===== src/hw/rtl/touch_wake_controller_assert.svh =====
// ----------------------------------------------------------------------------
// touch_wake_controller_assert.svh
// assertion macros shared by the touch wake controller rtl
// ----------------------------------------------------------------------------
`ifndef TOUCH_WAKE_CONTROLLER_ASSERT_SVH
`define TOUCH_WAKE_CONTROLLER_ASSERT_SVH

// property checked on every clock edge outside reset
`define TWC_ASSERT(lbl, prop) \
  lbl: assert property (@(posedge clk_i) disable iff (!rst_ni) (prop)) \
    else $error("twc assertion failed");

// condition that must never be true outside reset
`define TWC_ASSERT_NEVER(lbl, cond) \
  lbl: assert property (@(posedge clk_i) disable iff (!rst_ni) !(cond)) \
    else $error("twc forbidden condition seen");

`endif


===== src/hw/rtl/twc_pkg.sv =====
// ----------------------------------------------------------------------------
// twc_pkg
// types and constants of the touch wake controller
// ----------------------------------------------------------------------------
package twc_pkg;

  localparam int unsigned DelayBits   = 24;
  localparam int unsigned WindowBits  = 16;
  localparam int unsigned ElapsedBits = 16;
  localparam int unsigned BusyBits    = 11;
  localparam int unsigned CfgIdxBits  = 3;
  localparam int unsigned CfgDataBits = 24;

  localparam int unsigned LongPressMs = 500;
  localparam int unsigned KeyHoldMs   = 100;
  localparam int unsigned PressTailMs = 1000;
  localparam int unsigned BusyMax     = (1 << BusyBits) - 1;
  localparam int unsigned BusyRaw     = 2 * KeyHoldMs + PressTailMs;
  localparam int unsigned BusyLoadInt = (BusyRaw > BusyMax) ? BusyMax : BusyRaw;
  localparam int unsigned KdLimitInt  = BusyLoadInt - KeyHoldMs;

  localparam logic [BusyBits-1:0]    BusyLoad     = BusyLoadInt[BusyBits-1:0];
  localparam logic [BusyBits-1:0]    KdLimit      = KdLimitInt[BusyBits-1:0];
  localparam logic [ElapsedBits-1:0] LongPress    = LongPressMs[ElapsedBits-1:0];
  localparam logic [ElapsedBits-1:0] ElapsedMax   = '1;

  typedef enum logic [2:0] {
    CMD_TICK        = 3'd0,
    CMD_SUSPEND     = 3'd1,
    CMD_RESUME      = 3'd2,
    CMD_TOUCH       = 3'd3,
    CMD_KEY_PRESS   = 3'd4,
    CMD_KEY_RELEASE = 3'd5,
    CMD_PROX_NEAR   = 3'd6,
    CMD_PROX_FAR    = 3'd7
  } cmd_e;

  typedef enum logic [CfgIdxBits-1:0] {
    CFG_WAKE_ENABLE  = 3'd0,
    CFG_KEY_POWER    = 3'd1,
    CFG_KNOCK_ENABLE = 3'd2,
    CFG_KNOCK_WINDOW = 3'd3,
    CFG_OFF_DELAY    = 3'd4,
    CFG_CHARGE_DELAY = 3'd5
  } cfg_idx_e;

  typedef struct packed {
    cmd_e cmd;
    logic charging;
  } in_word_t;

  typedef struct packed {
    logic touch_on;
    logic wake_hold;
    logic key_down;
    logic wake_busy;
    logic is_suspended;
  } out_word_t;

  typedef struct packed {
    logic                  wake_enable;
    logic                  key_power_mode;
    logic                  knock_enable;
    logic [WindowBits-1:0] knock_window_ms;
    logic [DelayBits-1:0]  off_delay_ms;
    logic [DelayBits-1:0]  charge_off_delay_ms;
  } cfg_t;

endpackage


===== src/hw/rtl/twc_core.sv =====
// ----------------------------------------------------------------------------
// twc_core
// controller state and its combinational update for one event word
// ----------------------------------------------------------------------------
module twc_core (
  input  logic                clk_i,
  input  logic                rst_ni,
  input  logic                step_i,
  input  twc_pkg::in_word_t   word_i,
  input  twc_pkg::cfg_t       cfg_i,
  output twc_pkg::out_word_t  res_o
);

  logic touch_off_q, touch_off_d;
  logic hold_q, hold_d;
  logic asleep_q, asleep_d;
  logic timed_out_q, timed_out_d;
  logic near_q, near_d;
  logic armed_q, armed_d;
  logic [twc_pkg::DelayBits-1:0]   off_timer_q, off_timer_d;
  logic off_run_q, off_run_d;
  logic [twc_pkg::WindowBits-1:0]  tap_timer_q, tap_timer_d;
  logic tap_run_q, tap_run_d;
  logic [twc_pkg::ElapsedBits-1:0] elapsed_q, elapsed_d;
  logic [twc_pkg::BusyBits-1:0]    busy_q, busy_d;
  logic [twc_pkg::DelayBits-1:0]   delay;
  logic can_wake;

  assign delay    = word_i.charging ? cfg_i.charge_off_delay_ms : cfg_i.off_delay_ms;
  assign can_wake = asleep_q && cfg_i.wake_enable && !near_q && (busy_q == '0);

  always_comb begin
    touch_off_d = touch_off_q;
    hold_d      = hold_q;
    asleep_d    = asleep_q;
    timed_out_d = timed_out_q;
    near_d      = near_q;
    armed_d     = armed_q;
    off_timer_d = off_timer_q;
    off_run_d   = off_run_q;
    tap_timer_d = tap_timer_q;
    tap_run_d   = tap_run_q;
    elapsed_d   = elapsed_q;
    busy_d      = busy_q;
    unique case (word_i.cmd)
      twc_pkg::CMD_TICK: begin
        if (off_run_q) begin
          if (off_timer_q <= twc_pkg::DelayBits'(1)) begin
            off_timer_d = '0;
            off_run_d   = 1'b0;
            touch_off_d = 1'b1;
            hold_d      = 1'b0;
          end else begin
            off_timer_d = off_timer_q - twc_pkg::DelayBits'(1);
          end
        end
        if (tap_run_q) begin
          if (tap_timer_q <= twc_pkg::WindowBits'(1)) begin
            tap_timer_d = '0;
            tap_run_d   = 1'b0;
            armed_d     = 1'b0;
          end else begin
            tap_timer_d = tap_timer_q - twc_pkg::WindowBits'(1);
          end
        end
        if (elapsed_q != twc_pkg::ElapsedMax) begin
          elapsed_d = elapsed_q + twc_pkg::ElapsedBits'(1);
        end
        if (busy_q != '0) begin
          busy_d = busy_q - twc_pkg::BusyBits'(1);
        end
      end
      twc_pkg::CMD_SUSPEND: begin
        if (cfg_i.wake_enable && timed_out_q && !near_q) begin
          hold_d = 1'b1;
          if ((delay != '0) && !off_run_q) begin
            off_timer_d = delay;
            off_run_d   = 1'b1;
          end
        end else begin
          touch_off_d = 1'b1;
        end
        asleep_d = 1'b1;
      end
      twc_pkg::CMD_RESUME: begin
        off_timer_d = '0;
        off_run_d   = 1'b0;
        hold_d      = 1'b0;
        touch_off_d = 1'b0;
        timed_out_d = 1'b1;
        asleep_d    = 1'b0;
      end
      twc_pkg::CMD_TOUCH: begin
        if (cfg_i.knock_enable && !armed_q) begin
          armed_d = 1'b1;
          if (!tap_run_q) begin
            tap_timer_d = cfg_i.knock_window_ms;
            tap_run_d   = 1'b1;
          end
        end else begin
          // armed tap only consumed in knock mode
          if (cfg_i.knock_enable) begin
            armed_d = 1'b0;
          end
          if (can_wake) begin
            busy_d = twc_pkg::BusyLoad;
          end
        end
      end
      twc_pkg::CMD_KEY_PRESS: begin
        elapsed_d = '0;
        if (!cfg_i.key_power_mode) begin
          timed_out_d = 1'b0;
        end
      end
      twc_pkg::CMD_KEY_RELEASE: begin
        if ((elapsed_q > twc_pkg::LongPress) || asleep_q) begin
          timed_out_d = 1'b1;
        end
      end
      twc_pkg::CMD_PROX_NEAR: near_d = 1'b1;
      twc_pkg::CMD_PROX_FAR:  near_d = 1'b0;
      default: ;
    endcase
  end

  always_comb begin
    res_o.touch_on     = !touch_off_d;
    res_o.wake_hold    = hold_d;
    res_o.key_down     = busy_d > twc_pkg::KdLimit;
    res_o.wake_busy    = busy_d != '0;
    res_o.is_suspended = asleep_d;
  end

  always_ff @(posedge clk_i or negedge rst_ni) begin
    if (!rst_ni) begin
      touch_off_q <= 1'b0;
      hold_q      <= 1'b0;
      asleep_q    <= 1'b0;
      timed_out_q <= 1'b1;
      near_q      <= 1'b0;
      armed_q     <= 1'b0;
      off_timer_q <= '0;
      off_run_q   <= 1'b0;
      tap_timer_q <= '0;
      tap_run_q   <= 1'b0;
      elapsed_q   <= '0;
      busy_q      <= '0;
    end else if (step_i) begin
      touch_off_q <= touch_off_d;
      hold_q      <= hold_d;
      asleep_q    <= asleep_d;
      timed_out_q <= timed_out_d;
      near_q      <= near_d;
      armed_q     <= armed_d;
      off_timer_q <= off_timer_d;
      off_run_q   <= off_run_d;
      tap_timer_q <= tap_timer_d;
      tap_run_q   <= tap_run_d;
      elapsed_q   <= elapsed_d;
      busy_q      <= busy_d;
    end
  end

endmodule


===== src/hw/rtl/touch_wake_controller.sv =====
// ----------------------------------------------------------------------------
// touch_wake_controller
// touch wake control: suspend hold timer, knock detect, synthetic key press
//
//   channel  | direction | handshake           | word
//   in       | input     | in_valid/in_ready   | in_word_t (cmd, charging)
//   out      | output    | out_valid/out_ready | out_word_t (five status bits)
//   cfg      | input     | cfg_we              | cfg_idx, cfg_wdata
//
// one event word per cycle while out_ready keeps the result register free; the
// input register feeds the state update, which writes the result register
// twc_core updates its state on the same edge that writes the result register
// reset clears state, restores default register values, no clearing pass
// a stalled result holds the update stage, which then holds the input register
// ----------------------------------------------------------------------------
`include "touch_wake_controller_assert.svh"

module touch_wake_controller (
  input  logic                                 clk_i,
  input  logic                                 rst_ni,
  input  logic                                 in_valid_i,
  output logic                                 in_ready_o,
  input  twc_pkg::in_word_t                    in_data_i,
  output logic                                 out_valid_o,
  input  logic                                 out_ready_i,
  output twc_pkg::out_word_t                   out_data_o,
  input  logic                                 cfg_we_i,
  input  logic [twc_pkg::CfgIdxBits-1:0]       cfg_idx_i,
  input  logic [twc_pkg::CfgDataBits-1:0]      cfg_wdata_i
);

  logic               in_valid_q;
  twc_pkg::in_word_t  in_data_q;
  logic               out_valid_q;
  twc_pkg::out_word_t out_data_q;
  twc_pkg::out_word_t res;
  twc_pkg::cfg_t      cfg_q;
  logic               advance;

  assign advance    = in_valid_q && (!out_valid_q || out_ready_i);
  assign in_ready_o = !in_valid_q || advance;

  always_ff @(posedge clk_i or negedge rst_ni) begin
    if (!rst_ni) begin
      in_valid_q <= 1'b0;
    end else if (in_ready_o) begin
      in_valid_q <= in_valid_i;
    end
  end

  always_ff @(posedge clk_i) begin
    if (in_ready_o && in_valid_i) begin
      in_data_q <= in_data_i;
    end
  end

  twc_core u_core (
    .clk_i  (clk_i),
    .rst_ni (rst_ni),
    .step_i (advance),
    .word_i (in_data_q),
    .cfg_i  (cfg_q),
    .res_o  (res)
  );

  always_ff @(posedge clk_i or negedge rst_ni) begin
    if (!rst_ni) begin
      out_valid_q <= 1'b0;
    end else if (advance) begin
      out_valid_q <= 1'b1;
    end else if (out_ready_i) begin
      out_valid_q <= 1'b0;
    end
  end

  always_ff @(posedge clk_i) begin
    if (advance) begin
      out_data_q <= res;
    end
  end

  assign out_valid_o = out_valid_q;
  assign out_data_o  = out_data_q;

  always_ff @(posedge clk_i or negedge rst_ni) begin
    if (!rst_ni) begin
      cfg_q.wake_enable         <= 1'b0;
      cfg_q.key_power_mode      <= 1'b0;
      cfg_q.knock_enable        <= 1'b0;
      cfg_q.knock_window_ms     <= twc_pkg::WindowBits'(400);
      cfg_q.off_delay_ms        <= twc_pkg::DelayBits'(10000);
      cfg_q.charge_off_delay_ms <= twc_pkg::DelayBits'(60000);
    end else if (cfg_we_i) begin
      unique case (twc_pkg::cfg_idx_e'(cfg_idx_i))
        twc_pkg::CFG_WAKE_ENABLE:  cfg_q.wake_enable     <= cfg_wdata_i[0];
        twc_pkg::CFG_KEY_POWER:    cfg_q.key_power_mode  <= cfg_wdata_i[0];
        twc_pkg::CFG_KNOCK_ENABLE: cfg_q.knock_enable    <= cfg_wdata_i[0];
        twc_pkg::CFG_KNOCK_WINDOW: begin
          cfg_q.knock_window_ms <= cfg_wdata_i[twc_pkg::WindowBits-1:0];
        end
        twc_pkg::CFG_OFF_DELAY: begin
          cfg_q.off_delay_ms <= cfg_wdata_i[twc_pkg::DelayBits-1:0];
        end
        twc_pkg::CFG_CHARGE_DELAY: begin
          cfg_q.charge_off_delay_ms <= cfg_wdata_i[twc_pkg::DelayBits-1:0];
        end
        default: ;
      endcase
    end
  end

  `TWC_ASSERT(a_key_down_busy, out_valid_o && out_data_o.key_down |-> out_data_o.wake_busy)
  `TWC_ASSERT(a_hold_suspended, out_valid_o && out_data_o.wake_hold |-> out_data_o.is_suspended)
  `TWC_ASSERT(a_accept_fills, in_valid_i && in_ready_o |=> in_valid_q)
  `TWC_ASSERT_NEVER(a_no_lost_result, advance && out_valid_q && !out_ready_i)

endmodule

===== config.mk =====
export PLATFORM = sky130hd
export DESIGN_NAME = touch_wake_controller
export DESIGN_NICKNAME = d
export VERILOG_FILES = /design/src/hw/rtl/twc_pkg.sv /design/src/hw/rtl/twc_core.sv /design/src/hw/rtl/touch_wake_controller.sv
export VERILOG_INCLUDE_DIRS = /design/src /design/src/hw/rtl
export SDC_FILE = /design/constraint.sdc
export NUM_CORES = 1
export LEC_CHECK = 0
export ABC_AREA = 1
export BUFFER_PORTS_ARGS = -buffer_cell sky130_fd_sc_hd__buf_2
export CORE_ASPECT_RATIO = 1.25
export CORE_MARGIN = 2
export CORE_UTILIZATION = 30
export CTS_BUF_LIST = sky130_fd_sc_hd__clkbuf_4
export DETAILED_ROUTE_END_ITERATION = 6
export GPL_TIMING_DRIVEN = 0
export HOLD_SLACK_MARGIN = 0.08
export PLACE_DENSITY = 0.41
export SLEW_MARGIN = 20
export SYNTH_ARGS = -nofsm -noshare
export SYNTH_HDL_FRONTEND = slang
export SYNTH_HIERARCHICAL = 1
export SYNTH_SLANG_ARGS = --single-unit

===== constraint.sdc =====
create_clock -name clk_i -period 3.15 [get_ports clk_i]
set_input_delay 0.4725 -clock clk_i [delete_from_list [all_inputs] [get_ports clk_i]]
set_output_delay 0.4725 -clock clk_i [all_outputs]
set_load 0.01 [all_outputs]

**Word-level counts from Yosys, hierarchy flattened**

Index checks and enable logic that the tools add are counted.

- Bits in registers: 153

- Mux-type cells: 46
- Equality and inequality tests: 24
- Reduce and logical (&&, ||, !) cells: 44
- $add $sub $neg: 4
- $lt $le $gt $ge: 4

Operators with widths:

| kind | number |
|---|---|
| $mux W24 | 5 |
| $mux W16 | 5 |
| $pmux W24 S3 | 1 |
| $pmux W16 S2 | 2 |
| $mux W11 | 3 |
| $le A24 B1 Y1 const B | 1 |
| $reduce_bool A24 Y1 | 1 |
| $sub A24 B1 Y24 const B | 1 |
| $pmux W11 S2 | 1 |
| $reduce_bool A11 Y1 | 2 |
| $mux W1 | 21 |
| $eq A3 B3 Y1 const B | 6 |
| $add A16 B1 Y16 const B | 1 |
| $gt A16 B9 Y1 const B | 1 |
| $le A16 B1 Y1 const B | 1 |
| $ne A16 B16 Y1 const B | 1 |
| $ne A2 B1 Y1 const B | 8 |
| $sub A16 B1 Y16 const B | 1 |
| $reduce_and A5 Y1 | 3 |
| $reduce_and A2 Y1 | 7 |
| $eq A3 B2 Y1 const B | 4 |
| $pmux W1 S3 | 4 |
| $gt A11 B11 Y1 const B | 1 |
| $logic_not A11 Y1 | 1 |
| other kinds (13) | 40 |

**Longest topological paths before layout**

- Depth after elaboration: 7
- Mapped depth: 17
- Depth with buffers taken out: 17

**Modules after synthesis**

Netlist, hierarchy kept.

Modules (own cells, without submodules):

| module | cells each | instances | area each (um^2) |
|---|---|---|---|
| twc_core | 834 | 1 | 5615.4 |
| touch_wake_controller | 322 | 1 | 3050.4 |

**Worst setup path after synthesis**

No wires, ideal clock.

- Path type: input port to flip-flop
- Start: in out_ready_i
- End: reg u_core/elapsed_q[11] in the netlist's numbering
- Arrival: 1.951 ns
- Path slack: 1.080 ns
- Buffers on the path: 0
- Cell stages on the path: 11
- Cells stage by stage: inv_1 > a21oi_1 > inv_1 > nor2_1 > nand2_2 > inv_2 > nand2_1 > nor2_2 > nand3_1 > nand2_1 > nor2_1

- Longest elaborated chain between the ends: 3

Ends and longest elaborated chain:

| element | RTL line | text |
|---|---|---|
| start: declaration | touch_wake_controller.sv:25 | `input logic out_ready_i,` |
| $logic_or A1 B1 Y1 | touch_wake_controller.sv:40 | `assign advance = in_valid_q && (!out_valid_q \|\| out_ready_i);` |
| $logic_and A1 B1 Y1 | touch_wake_controller.sv:40 |  |
| via advance | touch_wake_controller.sv:38 | `logic advance;` |
| $reduce_and A3 Y1 (no source line) | n/a |  |
| end signal: assignment | twc_core.sv:160 | `elapsed_q <= elapsed_d;` |
| end: declaration | twc_core.sv:24 | `logic [twc_pkg::ElapsedBits-1:0] elapsed_q, elapsed_d;` |

The timed path passes the listed nets, and every way through them passes these cells.
A chain may end at the register's enable or synchronous reset.

**Worst setup path in the final report**

- Start: reg in_data_q[0] in the netlist's numbering
- End: reg u_core/off_timer_q[12] in the netlist's numbering

- Longest elaborated chain between the ends: 5
- Elaborated cells on any way between the ends: 8
- Classes of those cells: eq/ne (1); mux (4); reduce/logical (3)

Ends and longest elaborated chain:

| element | RTL line | text |
|---|---|---|
| start: declaration | touch_wake_controller.sv:33 | `twc_pkg::in_word_t in_data_q;` |
| start signal: assignment | touch_wake_controller.sv:53 | `in_data_q <= in_data_i;` |
| $mux W24 * | twc_core.sv:29 | `assign delay = word_i.charging ? cfg_i.charge_off_delay_ms : cfg_i.off_delay_ms;` |
| $reduce_bool A24 Y1 | twc_core.sv:76 | `if ((delay != '0) && !off_run_q) begin` |
| $logic_and A1 B1 Y1 | twc_core.sv:76 |  |
| $ne A2 B1 Y1 (no source line) | n/a |  |
| $reduce_and A5 Y1 (no source line) | n/a |  |
| end signal: assignment | twc_core.sv:156 | `off_timer_q <= off_timer_d;` |
| end: declaration | twc_core.sv:20 | `logic [twc_pkg::DelayBits-1:0] off_timer_q, off_timer_d;` |

Mark *: on every way between the ends. The rest lies on a longest branch, timed or not. The select of a mux whose other input is x is not followed.

==> metrics.md <==
| Metric | Value |
|---|---|
| Status | `completed` |
| Residual DRC count | `0` |
| Max_slew headroom | `49.70%` |
| Worst Reg-to-Reg Cells | `12` |
| RSZ-0062 raised after global routing | `false` |
| Switching portion of total power | `40.84%` |
| Min-delay src | `out_ready_i` |
| Final std cells w/o fill | `1,614` |
| Asr flop ratio synth | `94.12%` |
| FMAX | `368.2 MHz` |
| WL per Instance | `16.48 um` |
| Gr usage total | `18.16%` |
| CTS HTree Levels | `4` |
| Critical path's top delay family | `simple AND/OR/NAND/NOR gates` |
| Count of state elements after synthesis | `153` |
| Internal power | `3.961 mW` |
| Initial antenna violation count | `1` |
| Fin crit period | `2.716 ns` |
| FP Rows | `69` |
| Layout area overhead | `14.89%` |
| Seq pwr share | `44.0%` |
| Yosys warns | `6` |
| Critical path arrival | `3.19 ns` |
| Worst setup path startpoint | `in_data_q[0]` |
| CP Class | `reg2reg` |
| Vias in the first global route | `7,801` |
| Most frequent CP cell | `nand2_1` |
| Final-report hold violation count | `0` |
| R2R Setup Slk | `0.43 ns` |
| CTS buffer count | `17` |
| Post-Syn Instances | `1,156` |
| Yosys cell types | `44` |
| Max-slew violations | `0` |
| Comb pwr share | `35.6%` |
| Clock Sink Count | `153` |
| Worst R2R End | `u_core/off_timer_q[12]` |
| Detail Route Antenna Nets | `0` |
| Peak VDD IR | `0.0002388 V` |
| Total Power | `6.696 mW` |
| Post-DP Area | `9389 sq um` |
| Total wire length | `26.60 mm` |
| Die Ht | `194.0 um` |
| Critical-path top delay cell | `edfxtp_1` |
| CTS Buffer Depth | `2` |
| First-pass GRT wire length | `42.93 mm` |
| Leading cell type in the layout, fill and taps excluded | `nand2_1` |
| Crit. End Element | `register` |
| Worst r2r src | `in_data_q[0]` |
| Initial Util | `30.51%` |
| Worst-margin pin slew | `0.7546 ns` |
| Layout cells sized above 1 | `12.24%` |
| Worst skew pair latency | `0.59 ns` |
| Vias | `7,762` |
| Vias per cell | `4.809` |
| Setup TNS | `0 ns` |
| Die Wd | `156.0 um` |
| Bufs and invs on worst path | `3` |
| DP Cell Count | `1,555` |
| Placeable Area | `28,400 sq um` |
| Critical path, cell by cell | `inv_2 -> clkbuf_1 -> o21ai_1 -> nand4_1 -> nor2_1 -> nand3_1 -> nand2_1 -> nand2_4 -> nand3_4 -> buf_6 -> nand2_1 -> nand2_1` |
| Final instance area | `9956 sq um` |
| Area leader, netlist | `dfrtp_1` |
| Root cell of the clock tree | `clkbuf_4` |
| NetSw | `2.735 mW` |
| Maxcap violations | `0` |
| Hold Path Sink | `out_valid_o` |
| DP Wirelength | `19.43 mm` |
| Sequential element share of the synthesized area | `44.93%` |
| Hold Path Stages | `4` |
| Synthesized net count | `1,200` |
| Post-Syn Area | `8666 sq um` |
| Worst min path class | `in2reg` |
| Die area | `30,270 sq um` |
| Reg clk slew, reported paths | `0.15 ns` |
| Final setup skew | `0.02300 ns` |
| Critical path required time | `3.63 ns` |
| Nets | `1,289` |
| Clock power share | `20.4%` |
| Pwr dens | `672.6 nW/um^2` |
| Largest net degree at the start of global routing | `62` |
| Setup violators final | `0` |
| Worst setup SP type | `register` |
| 1st-pass router iterations | `7` |
| Most frequent cells in the layout | `nand2_1, dfrtp_1, nor2_1` |
| Post-synth EDFFs | `9` |
| DRT iter0 DRCs | `442` |
| Fin crit share | `86.23%` |
| GR Overflow Total | `0` |
| Area share of the largest cell type after synthesis | `36.96%` |
| Slowest stage delay, CP | `0.61 ns` |
| Critical path fanouts, max | `10` |
| Ranking of synthesized cells by area | `dfrtp_1, nand2_1, nand3_1` |
| Placer Congestion | `0.8230` |
| Syn avg cell area | `7.496 sq um` |
| Postcts setup bufs | `0` |
| I/O pins | `43` |
| Static Leak | `4.865 nW` |
| CTS tree | `yes` |
| Port Buf Inserts | `42` |
| Synth Flop Type | `dfrtp_1` |
-- area by class of cell --
class / count / area, sq um
Buffer: 43 / 247.7
Antenna cell: 1 / 2.502
Clock buffer: 18 / 135.1
Multi-Input combinational cell: 867 / 4179
Clock inverter: 14 / 168.9
Tap cell: 355 / 444.2
Sequential cell: 153 / 3894
Timing Repair Buffer: 70 / 535.5
Fill cell: 3044 / 18450
Inverter: 93 / 349.1
-- through the flow --
stage	utilization (%)	hold WS (ns)	worst slack [ns]
after global placement	32.81	0.4460	-0.9331
after floorplan	-	0.1769	1.080
after CTS	35.04	0.09064	0.3550
final	35.05	0.1446	0.4339
after global routing	35.05	0.1185	0.2372
after detailed placement	33.06	0.3564	0.3943
-- worst max path at each step --
stage | end | depth (start not counted) | slack [ns]
after floorplan | u_core/elapsed_q[11] | 11 | 1.08
after global placement | u_core/tap_timer_q[6] | 1 | -0.93
after detailed placement | u_core/off_timer_q[19] | 12 | 0.39
after CTS | u_core/off_timer_q[1] | 12 | 0.35
after global routing | u_core/off_timer_q[19] | 11 | 0.24
final | u_core/off_timer_q[12] | 12 | 0.43
-- worst register-to-register path, delay by kind of cell (launching register included) --
kind	cells	cell delay, ns
AOI/OAI and AO/OA	1	0.27
buffers and inverters	3	0.85
DFF	1	0.61
and+or+nand+nor	8	0.89
-- state kept, by name (all words and copies together) (netlist names) --
| register | count |
|---|---|
| cfg_q | 67 |
| in_data_q | 4 |
| in_valid_q | 1 |
| out_data_o | 5 |
| out_valid_o | 1 |
| u_core/armed_q | 1 |
| u_core/asleep_q | 1 |
| u_core/busy_q | 11 |
| u_core/elapsed_q | 16 |
| u_core/hold_q | 1 |
| u_core/near_q | 1 |
| u_core/off_run_q | 1 |
| u_core/off_timer_q | 24 |
| u_core/tap_run_q | 1 |
| u_core/tap_timer_q | 16 |
| u_core/timed_out_q | 1 |
| u_core/touch_off_q | 1 |
-- power by group through the flow --
stage	Clock [mW]	Sequential (mW)	Combinational [mW]
floorplan	0	2.85	1.78
global placement	0	2.99	2.34
detailed placement	0	2.98	2.35
CTS	1.45	2.95	2.39
global route	1.50	3.02	2.75
finish	1.37	2.94	2.38
-- synthesized netlist by cell type (2+ instances only) --
cell,n
nand2_1,388
dfrtp_1,128
nor2_1,101
nand3_1,87
inv_1,86
nand4_1,49
o21ai_0,38
a21oi_1,31
o21ai_1,23
or2_1,17
dfstp_2,16
xor2_1,16
buf_2,15
nor3_1,15
o22ai_1,15
a22oi_1,14
clkbuf_1,13
edfxtp_1,9
or2_2,9
ha_1,8
xnor2_1,8
inv_2,7
buf_4,6
buf_6,6
nand2_2,6
o211ai_1,6
o21bai_1,5
a211oi_1,4
o31ai_1,4
buf_1,3
mux2i_1,3
nor2_2,3
nor2_4,3
a21o_1,2
and2_1,2
nor3_2,2
-- timing repair --
item | 4_1_cts | 5_1_grt
gates resized for setup | 0 | 0
hold buffers | 26 | 0
endpoints found under the setup margin | 0 | 0
hold endpoints to repair | 120 | 0
-- per-layer routing --
metal	up-vias	track usage [%]	part of all wire, %	routed length [um]
li1	3977	-	-	-
met2	98	31.27	49	13150
met5	-	0	0	0
met4	0	4.485	1.2	319
met3	18	2.705	2.1	562
met1	3669	23.89	47	12560
-- logic make-up after synthesis --
family | synth area share (%)
AOI/OAI and AO/OA | 9.688
xor gates and xnor gates | 2.426
adders and majority gates | 1.155
buffers and inverters | 6.887
DFF | 44.93
muxes | 0.3465
and+or+nand+nor | 34.57
No activity file was read; power rests on OpenSTA's default activity.
